### config.mk
export PLATFORM = sky130hd
export DESIGN_NAME = bounded_deque_with_index_search_core
export DESIGN_NICKNAME = d
export VERILOG_FILES = /design/src/rtl/core/bdq_pkg.sv /design/src/rtl/core/bounded_deque_with_index_search_core.sv /design/src/rtl/core/bdq_store.sv /design/src/rtl/core/bdq_slot.sv
export SDC_FILE = /design/constraint.sdc
export NUM_CORES = 1
export LEC_CHECK = 0
export BUFFER_PORTS_ARGS = -buffer_cell sky130_fd_sc_hd__buf_2
export CAP_MARGIN = 0
export CELL_PAD_IN_SITES_DETAIL_PLACEMENT = 0
export CELL_PAD_IN_SITES_GLOBAL_PLACEMENT = 2
export CORE_UTILIZATION = 40
export DETAILED_ROUTE_END_ITERATION = 6
export PLACE_DENSITY_LB_ADDON = 0.12
export SLEW_MARGIN = 20
export SYNTH_ARGS = -nofsm -noshare
export SYNTH_HDL_FRONTEND = slang
export SYNTH_SLANG_ARGS = --single-unit
### constraint.sdc
create_clock -name aclk -period 6.2 [get_ports aclk]
set_clock_uncertainty 0.15 [all_clocks]
set_input_delay 1.86 -clock aclk [delete_from_list [all_inputs] [get_ports aclk]]
set_output_delay 1.86 -clock aclk [all_outputs]
set_load 0.05 [all_outputs]
### src/rtl/core/bdq_pkg.sv
// Shared types and constants for the bounded deque with index search.
`timescale 1ns / 1ps
`default_nettype none

package bdq_pkg;

    localparam int REQ_W       = 3;
    localparam int IDX_W       = 4;
    localparam int HIN_W       = 16;
    localparam int STATUS_W    = 2;
    localparam int OCC_W       = 5;
    localparam int S_TDATA_W   = 24;
    localparam int M_TDATA_W   = 24;

    localparam int S_REQ_LSB   = 0;
    localparam int S_IDX_LSB   = S_REQ_LSB + REQ_W;
    localparam int S_HND_LSB   = S_IDX_LSB + IDX_W;

    typedef enum logic [REQ_W-1:0] {
        REQ_PUSH_FRONT = 3'd0,
        REQ_PUSH_BACK  = 3'd1,
        REQ_POP_FRONT  = 3'd2,
        REQ_POP_BACK   = 3'd3,
        REQ_READ_NTH   = 3'd4,
        REQ_WRITE_NTH  = 3'd5,
        REQ_FIND       = 3'd6,
        REQ_CLEAR      = 3'd7
    } req_t;

    typedef enum logic [STATUS_W-1:0] {
        STAT_OK    = 2'd0,
        STAT_NULL  = 2'd1,
        STAT_RANGE = 2'd2,
        STAT_FULL  = 2'd3
    } status_t;

    typedef struct packed {
        logic wr_en;
        logic rd_en;
    } mem_ctl_t;

    typedef struct packed {
        logic [OCC_W-1:0]    occupancy;
        logic                found;
        logic [HIN_W-1:0]    handle_out;
        status_t             status;
    } result_t;

endpackage

`default_nettype wire

### src/rtl/core/bounded_deque_with_index_search_core.sv
// Top level of the bounded deque of handles with indexed access and search.
`timescale 1ns / 1ps
`default_nettype none

// The block holds up to DEPTH nonzero handles in a ring store and serves one request per
// transfer on the slave side, returning one result transfer on the master side. Pushes,
// writes, clears, finds on an empty deque and requests that fail a check return their
// result in the cycle after acceptance. Pops and reads by index go through the registered
// read port of the store and then the result register. A find scans the held entries from
// the front, one entry per cycle through the shared slot and compare path, and stops at
// the first match or at the last held entry. The block takes a new request only when no
// request is in progress and the result register is empty or being drained in the same cycle.

module bounded_deque_with_index_search_core
    import bdq_pkg::*;
#(
    parameter int DEPTH    = 16,
    parameter int HANDLE_W = 16
) (
    input  wire logic                 aclk,
    input  wire logic                 aresetn,
    input  wire logic                 s_tvalid,
    output logic                      s_tready,
    // req_type [2:0], index [6:3], handle [22:7], zero [23]
    input  wire logic [S_TDATA_W-1:0] s_tdata,
    output logic                      m_tvalid,
    input  wire logic                 m_tready,
    // status [1:0], handle_out [17:2], found [18], occupancy [23:19]
    output logic      [M_TDATA_W-1:0] m_tdata
);

    localparam int AW   = $clog2(DEPTH);
    localparam int CW   = $clog2(DEPTH + 1);
    localparam int CMPW = (CW > IDX_W) ? CW : IDX_W;

    typedef enum logic [2:0] {
        FSM_IDLE = 3'b001,
        FSM_READ = 3'b010,
        FSM_SCAN = 3'b100
    } fsm_t;

    fsm_t                state_reg, state_next;
    logic [AW-1:0]       front_reg, front_next;
    logic [CW-1:0]       count_reg, count_next;
    logic [AW-1:0]       pos_reg, pos_next;
    logic [HANDLE_W-1:0] hnd_reg, hnd_next;
    logic                m_valid_reg, m_valid_next;
    result_t             m_data_reg, m_data_next;

    req_t                in_req;
    logic [IDX_W-1:0]    in_idx;
    logic [HANDLE_W-1:0] in_h;
    logic                out_free;
    logic                accept;
    logic                full;
    logic                empty;
    logic                in_null;
    logic                in_range;
    logic [AW-1:0]       pos_sel;
    logic [AW-1:0]       slot;
    logic [AW-1:0]       front_inc;
    logic [HANDLE_W-1:0] rdata;
    logic                match;
    logic                last;
    logic                scan_done;
    mem_ctl_t            mem_ctl;
    logic                res_load;
    result_t             res;

    assign in_req    = req_t'(s_tdata[S_REQ_LSB +: REQ_W]);
    assign in_idx    = s_tdata[S_IDX_LSB +: IDX_W];
    assign in_h      = HANDLE_W'(s_tdata[S_HND_LSB +: HIN_W]);
    assign out_free  = !m_valid_reg || m_tready;
    assign s_tready  = (state_reg == FSM_IDLE) && out_free;
    assign accept    = s_tvalid && s_tready;
    assign full      = (count_reg == CW'(DEPTH));
    assign empty     = (count_reg == '0);
    assign in_null   = (in_h == '0);
    assign in_range  = (CMPW'(in_idx) < CMPW'(count_reg));
    assign front_inc = (front_reg == AW'(DEPTH - 1)) ? '0 : front_reg + 1'b1;
    assign match     = (rdata == hnd_reg);
    assign last      = ((CW'(pos_reg) + CW'(1)) == count_reg);
    assign scan_done = match || last;

    always_comb begin
        if (state_reg == FSM_SCAN) begin
            pos_sel = pos_reg + 1'b1;
        end else begin
            case (in_req)
                REQ_PUSH_FRONT: pos_sel = AW'(DEPTH - 1);
                REQ_PUSH_BACK:  pos_sel = AW'(count_reg);
                REQ_POP_BACK:   pos_sel = AW'(count_reg - 1'b1);
                REQ_READ_NTH,
                REQ_WRITE_NTH:  pos_sel = AW'(in_idx);
                default:        pos_sel = '0;
            endcase
        end
    end

    bdq_slot #(
        .DEPTH (DEPTH)
    ) u_slot (
        .base   (front_reg),
        .offset (pos_sel),
        .slot   (slot)
    );

    bdq_store #(
        .DEPTH    (DEPTH),
        .HANDLE_W (HANDLE_W)
    ) u_store (
        .aclk  (aclk),
        .ctl   (mem_ctl),
        .addr  (slot),
        .wdata (in_h),
        .rdata (rdata)
    );

    always_comb begin
        state_next = state_reg;
        front_next = front_reg;
        count_next = count_reg;
        pos_next   = pos_reg;
        hnd_next   = hnd_reg;
        mem_ctl    = '0;
        res_load   = 1'b0;
        res.status     = STAT_OK;
        res.handle_out = '0;
        res.found      = 1'b0;

        unique case (state_reg)
            FSM_IDLE: begin
                if (accept) begin
                    res_load = 1'b1;
                    case (in_req)
                        REQ_PUSH_FRONT, REQ_PUSH_BACK: begin
                            if (in_null) begin
                                res.status = STAT_NULL;
                            end else if (full) begin
                                res.status = STAT_FULL;
                            end else begin
                                mem_ctl.wr_en = 1'b1;
                                count_next    = count_reg + 1'b1;
                                if (in_req == REQ_PUSH_FRONT) begin
                                    front_next = slot;
                                end
                            end
                        end
                        REQ_POP_FRONT, REQ_POP_BACK: begin
                            if (empty) begin
                                res.status = STAT_NULL;
                            end else begin
                                res_load      = 1'b0;
                                mem_ctl.rd_en = 1'b1;
                                count_next    = count_reg - 1'b1;
                                state_next    = FSM_READ;
                                if (in_req == REQ_POP_FRONT) begin
                                    front_next = front_inc;
                                end
                            end
                        end
                        REQ_READ_NTH: begin
                            if (!in_range) begin
                                res.status = STAT_RANGE;
                            end else begin
                                res_load      = 1'b0;
                                mem_ctl.rd_en = 1'b1;
                                state_next    = FSM_READ;
                            end
                        end
                        REQ_WRITE_NTH: begin
                            if (in_null) begin
                                res.status = STAT_NULL;
                            end else if (!in_range) begin
                                res.status = STAT_RANGE;
                            end else begin
                                mem_ctl.wr_en = 1'b1;
                            end
                        end
                        REQ_FIND: begin
                            if (in_null) begin
                                res.status = STAT_NULL;
                            end else if (!empty) begin
                                res_load      = 1'b0;
                                mem_ctl.rd_en = 1'b1;
                                pos_next      = '0;
                                hnd_next      = in_h;
                                state_next    = FSM_SCAN;
                            end
                        end
                        default: begin
                            count_next = '0;
                        end
                    endcase
                end
            end
            FSM_READ: begin
                if (out_free) begin
                    res_load       = 1'b1;
                    res.handle_out = HIN_W'(rdata);
                    state_next     = FSM_IDLE;
                end
            end
            FSM_SCAN: begin
                if (!scan_done) begin
                    mem_ctl.rd_en = 1'b1;
                    pos_next      = pos_reg + 1'b1;
                end else if (out_free) begin
                    res_load   = 1'b1;
                    res.found  = match;
                    state_next = FSM_IDLE;
                end
            end
            default: begin
                state_next = FSM_IDLE;
            end
        endcase

        res.occupancy = OCC_W'(count_next);
    end

    assign m_valid_next = res_load ? 1'b1 : (m_tready ? 1'b0 : m_valid_reg);
    assign m_data_next  = res_load ? res : m_data_reg;

    always_ff @(posedge aclk) begin
        if (!aresetn) begin
            state_reg   <= FSM_IDLE;
            front_reg   <= '0;
            count_reg   <= '0;
            m_valid_reg <= 1'b0;
        end else begin
            state_reg   <= state_next;
            front_reg   <= front_next;
            count_reg   <= count_next;
            m_valid_reg <= m_valid_next;
        end
    end

    always_ff @(posedge aclk) begin
        pos_reg    <= pos_next;
        hnd_reg    <= hnd_next;
        m_data_reg <= m_data_next;
    end

    assign m_tvalid = m_valid_reg;
    assign m_tdata  = m_data_reg;

endmodule

`default_nettype wire

### src/rtl/core/bdq_store.sv
// Ring store of handles with one access port and a registered read.
`timescale 1ns / 1ps
`default_nettype none

module bdq_store
    import bdq_pkg::*;
#(
    parameter int DEPTH    = 16,
    parameter int HANDLE_W = 16,
    localparam int AW      = $clog2(DEPTH)
) (
    input  wire logic                aclk,
    input  wire mem_ctl_t            ctl,
    input  wire logic [AW-1:0]       addr,
    input  wire logic [HANDLE_W-1:0] wdata,
    output logic      [HANDLE_W-1:0] rdata
);

    logic [HANDLE_W-1:0] mem [DEPTH];

    always_ff @(posedge aclk) begin
        if (ctl.wr_en) begin
            mem[addr] <= wdata;
        end
    end

    always_ff @(posedge aclk) begin
        if (ctl.rd_en) begin
            rdata <= mem[addr];
        end
    end

endmodule

`default_nettype wire

### src/rtl/core/bdq_slot.sv
// Shared slot unit that maps a position from the front to a ring slot.
`timescale 1ns / 1ps
`default_nettype none

module bdq_slot
    import bdq_pkg::*;
#(
    parameter int DEPTH = 16,
    localparam int AW   = $clog2(DEPTH)
) (
    input  wire logic [AW-1:0] base,
    input  wire logic [AW-1:0] offset,
    output logic      [AW-1:0] slot
);

    logic [AW:0] sum;

    always_comb begin
        sum = {1'b0, base} + {1'b0, offset};
        if (sum >= (AW+1)'(DEPTH)) begin
            slot = AW'(sum - (AW+1)'(DEPTH));
        end else begin
            slot = AW'(sum);
        end
    end

endmodule

`default_nettype wire

[After elaboration in Yosys (flattened, before gate mapping)]
Memories as Yosys holds them, arrays and structs flattened. A register that Yosys moved wholly into a read port is not among the register bits.
Index checks and enable logic that the tools add are counted.
Operators by class
  add/subtract/negate cells: 7
  order comparisons: 2
  equal/unequal tests: 29
  mux-type cells: 62
  bitwise gates (word level): 2
  reductions and logical operators: 22
Operators by type and width (number)
  4-bit 2-to-1 mux: 13
  5-bit 2-to-1 mux: 5
  3-bit 2-to-1 mux: 7
  1-bit 2-to-1 mux: 20
  2-bit != test (second input constant): 10
  3-bit one-hot mux with 3 select lines: 2
  16-bit == test: 1
  16-bit logical NOT: 1
  4-bit one-hot mux with 2 select lines: 2
  4-bit one-hot mux with 4 select lines: 1
  5-bit one-hot mux with 3 select lines: 1
  3-bit == test (second input constant): 4
  3-bit != test (second input constant): 4
  2-bit 2-to-1 mux: 5
  2-bit one-hot mux with 5 select lines: 1
  3-bit by 2-bit == test with 1-bit output (second input constant): 3
  1-bit one-hot mux with 3 select lines: 3
  4-bit by 1-bit adder with 4-bit output (second input constant): 2
  8-bit AND reduction: 1
  7-bit AND reduction: 1
  3-bit by 1-bit == test with 1-bit output (second input constant): 2
  6-bit AND reduction: 1
  2-bit nonzero test: 3
  2-bit OR reduction: 3
  other kinds (23): 28
Storage, ports and cells
  flip-flop bits (word level): 57
  memory bits (writable): 256
  bits of input ports: 28
  output and inout port bits: 26
  memories kept: 1
Memories
  u_store.mem: words 16, width 16, read ports 1, clocked after Yosys merged registers in 1, write ports 1, line bdq_store.sv:19  | logic [HANDLE_W-1:0] mem [DEPTH];

[Logic depth before layout (Yosys ltp)]
  depth after elaboration: 11
  gate-level depth with buffers: 15
  gate-level depth less buffers: 13

[Hierarchy]
A second synthesis with hierarchy kept.
Unflattened totals
  cell total of the unflattened synthesis: 754
  area total of the unflattened synthesis: 13610.6 um^2
By module, submodules not included
  bdq_store: times used 1, cells an instance 434, area each 10251.1 um^2, seq. area each 8167.8 um^2
  bounded_deque_with_index_search_core: times used 1, cells an instance 311, area each 3259.4 um^2, seq. area each 1581.5 um^2
  bdq_slot: times used 1, cells an instance 9, area each 100.1 um^2, seq. area each 0.0 um^2

[Worst setup path after synthesis]
No wires, ideal clock.
  path type: input-to-reg
  from: input port s_tdata[1]
  to: memory u_store.mem[14][0], enable pin
  arrival: 5.963 ns
  slack: -0.344 ns
  stages on the path: 13
  path buffers: 3
  path through: clkbuf_1 > clkbuf_1 > buf_1 > a21oi_1 > a21oi_1 > o22ai_1 > a21o_1 > ha_1 > a21oi_1 > nand2_1 > xor2_1 > xor2_2 > nor4_1
On the way
  longest elaborated chain between the ends: 7
  elaborated cells between the ends (all ways): 18
  those cells by class: add/sub (2); order compare (1); eq/ne (4); mux (8); reduce/logical (3)
Ends and longest elaborated chain
  start: declaration: line bounded_deque_with_index_search_core.sv:25  | input wire logic [S_TDATA_W-1:0] s_tdata,
  3-bit == test, or another cell as far along: line bounded_deque_with_index_search_core.sv:89, bounded_deque_with_index_search_core.sv:135
  2-bit OR reduction (on tied branches): line bounded_deque_with_index_search_core.sv:89, bounded_deque_with_index_search_core.sv:135
  4-bit one-hot mux with 4 select lines / 1-bit one-hot mux with 2 select lines (equally long branches): line bounded_deque_with_index_search_core.sv:89, bounded_deque_with_index_search_core.sv:135
  4-bit 2-to-1 mux / 2-bit 2-to-1 mux (equally long branches): line bounded_deque_with_index_search_core.sv:86, bounded_deque_with_index_search_core.sv:133
  4-bit by 4-bit adder with 5-bit output / 1-bit 2-to-1 mux (equally long branches): line bdq_slot.sv:19, bounded_deque_with_index_search_core.sv:131
  4-bit by 1-bit subtractor with 4-bit output, or another cell as far along: line bdq_slot.sv:21  | slot = AW'(sum - (AW+1)'(DEPTH));
  4-bit 2-to-1 mux / 1-bit 2-to-1 mux (equally long branches): line bdq_slot.sv:20, bdq_store.sv:23
  end: declaration: line bdq_store.sv:19
Parallel ways exist; a longest one is shown, timed or not.

[Final worst setup path]
  from: input port s_tdata[2]
  to: memory u_store.mem[11][10], enable pin
The elaborated chain is that of the path after synthesis.

==> results.cfg <==
[outcome]
outcome = completed

[clock_network]
cts_root_buf = clkbuf_16
cts_max_level = 2
clk_pin_slew_worst_paths_ps = 60
hold_buffers = 0
postCtsSetupBuffers = 0
cts_tree = built
clkLatencyLatePin_ps = 520
cts_buffers = 36
cts_sinks = 329
clk_path_buf_depth = 3
cts-resized-gates = 0

[worst_hold_path]
hold_path_depth = 2
holdPathEnd = state_reg[2]
hp-start = state_reg[2]
hp-class = reg2reg

[yosys]
yosysWarnings = 0
synth.area.mux_share_pct = 14.0
synth_nets = 798
synth_adder_area_share_pct = 1.24
ys_ff_latch = 329
ys_types = 62
yosysSeqAreaShare_pct = 70.8
synth-edff-count = 316
synth_simple_gate_area_share_pct = 5.94
synth.cell_area_mm2 = 0.0138
synth_top_family_by_area = multiplexers
synth-main-ff-cell = edfxtp_1
syn-instance-count = 757
syn_avg_cell_area_um2 = 18.2
async_reset_ff_share_pct = 0
synth_compound_area_share_pct = 4.23
synth_xor_area_share_pct = 2.20

[power]
power_mw = 5.14
p_per_area_mw_per_mm2 = 319
ir_worst_vdd_uv = 220
leakagePower_nw = 5.30

[grt]
grt_pass1_wl_mm = 48.5
grt_use_total_pct = 18.5
grt_max_degree = 44
gr-total-overflow = 0
antenna_found_initial = 0
grt_pass1_vias = 7545

[cells_and_area]
fin_cells = 1324
fin_nets = 891
postLayoutCoreUtil_pct = 47.8
syn_to_final_growth_pct = 16.9
diodes = 0
nFillCells = 2861
post_route_cells_drive_above_1_share_pct = 27.7
multi_input_area_mm2 = 0.00393
seq_area_mm2 = 0.00975
regMostFlops = u_store.mem
largest_reg_flops = 256

[critical_path]
start_kind = input port
required_ps = 6250
timing.rr.start = count_reg[0]
arrival_ps = 5310
critical_path_class = in2reg
r2r_cells = 15
endpoint_kind = flip-flop
cp_max_fo = 23
reg2reg_slack_ps = 1960
r2r-end = u_store.mem[11][10]

[run]
drv_cap = 0

[sta]
rsz0062_at_grt = false
relSlewSlack_pct = 35.3
final_hold_viol_count = 0
worstMarginPinSlew_ps = 969
slew_viol_final = 0
fmax_mhz = 190
timing.final.crit_share_pct = 84.9
period_needed_ps = 5270
setup_viol_count_final = 0

[routing]
routedWlPerCell_um = 23.9
drc = 0
drtIter0Drc = 601
first_pass_iters = 5
drt_wl_total_mm = 31.7
routed_via_density = 5.55
ant_nets = 0
vias = 7343

[die]
ios = 54
initial_core_util_pct = 40.9
die_width_um = 188
dieHeight_um = 188
num_rows = 67
design.core.area_mm2 = 0.0337
die_area_mm2 = 0.0352

[placed_design]
dp_hpwl_mm = 20.6
place_inst = 1260
gp_congestion = 0.833
port_buffers = 52
[worst max path at each step]
stage	startpoint	end	slack, ps	depth (start not counted)
floorplan	s_tdata[1]	u_store.mem[14][0]	-340	13
global placement	s_tdata[0]	u_store.mem[11][15]	430	12
detailed placement	s_tdata[2]	u_store.mem[11][13]	420	13
CTS	s_tdata[2]	u_store.mem[11][10]	950	13
global route	s_tdata[0]	u_store.mem[11][15]	680	12
finish	s_tdata[2]	u_store.mem[11][10]	930	13
[kinds of logic (layout without fill, tap and decap cells)]
logic type	after synthesis	count (layout)
compound gates	81	81
xor+xnor	30	30
flops	329	329
mux	112	112
fa+ha+maj	13	13
simple gates	141	141
buf+inv	51	170
[synth_stat cells, types with 5 or more instances]
cell type / count / area share (%)
nor3b_1: 5 / 0.27
o21ai_0: 8 / 0.29
a21oi_1: 15 / 0.55
ha_1: 12 / 1.1
mux2i_1: 48 / 3.5
nand2_1: 13 / 0.35
and2_1: 26 / 1.2
edfxtp_1: 316 / 69
clkbuf_1: 26 / 0.71
nand4_1: 8 / 0.36
inv_1: 6 / 0.16
xnor2_1: 25 / 1.6
o22ai_1: 6 / 0.27
nand2b_1: 10 / 0.45
a211oi_1: 6 / 0.33
o31ai_1: 6 / 0.33
dfxtp_1: 13 / 1.9
buf_2: 7 / 0.25
buf_1: 5 / 0.14
nor4_1: 12 / 0.55
nand3_1: 8 / 0.29
nor3_1: 23 / 0.84
nor2_1: 15 / 0.41
mux4_2: 64 / 10
a31oi_1: 5 / 0.23
[area by class of cell]
cell class	count	area share [%]
clock buffers	49	6.23
clock inverters	15	0.980
inverters	10	0.233
multi-input cells	377	24.4
flip-flops and latches	329	60.6
well taps	448	3.48
repair buffers	96	4.06
[power breakdown]
part           switching [mW]  internal, mW  leakage, nW
logic                   0.341         0.213         1.74
clock network           0.824          1.26        0.573
registers              0.0158          2.48         2.98
[stage by stage]
| stage | worst slack, ps | hold slack (ps) | area [µm²] | setup TNS (ps) |
|---|---|---|---|---|
| CTS | 950 | 427 | 16100 | 0 |
| global placement | 426 | 394 | 14900 | 0 |
| detailed placement | 423 | 416 | 14900 | 0 |
| floorplan | -344 | 361 | 13800 | -11010 |
| global route | 675 | 456 | 16100 | 0 |
| finish | 935 | 426 | 16100 | 0 |
[layout by cell type, fill, tap and decap left out, types with 4 or more instances in the layout]
master,n
o22ai_1,6
a21oi_1,15
inv_1,6
ha_1,11
nor3_2,12
buf_12,5
nand4_1,8
o21ai_0,7
a31oi_1,5
dfxtp_1,13
nor3b_1,5
nand3_1,8
clkbuf_16,38
nor3_1,11
nand2b_1,10
a21o_1,4
and2_1,26
nor4_1,7
o31ai_1,6
mux2i_1,48
nand2_1,13
nor2_1,15
o211ai_1,4
buf_2,52
a211oi_1,6
o21ai_1,4
clkinv_2,8
edfxtp_1,316
clkbuf_1,10
inv_2,4
buf_4,39
mux4_2,64
xnor2_1,24
[metal layers]
layer,GRT usage [%],routed length (µm),vias up
li1,-,-,3280
met1,25.8,14300,3805
met2,30.1,15100,211
met3,3.39,1690,47
met4,4.57,574,0
met5,0,0,-
[worst max-delay path, stage by stage]
cell      delay, ps
buf_2           110
buf_4           200
inv_2           140
nor2_1           60
nor3_1          130
a211oi_1         70
a21oi_1         310
ha_4            190
inv_1            50
fa_4            840
nand2b_1        340
nor3_2          620
buf_4           360
Note: power is estimated with default switching activity, not from simulation.
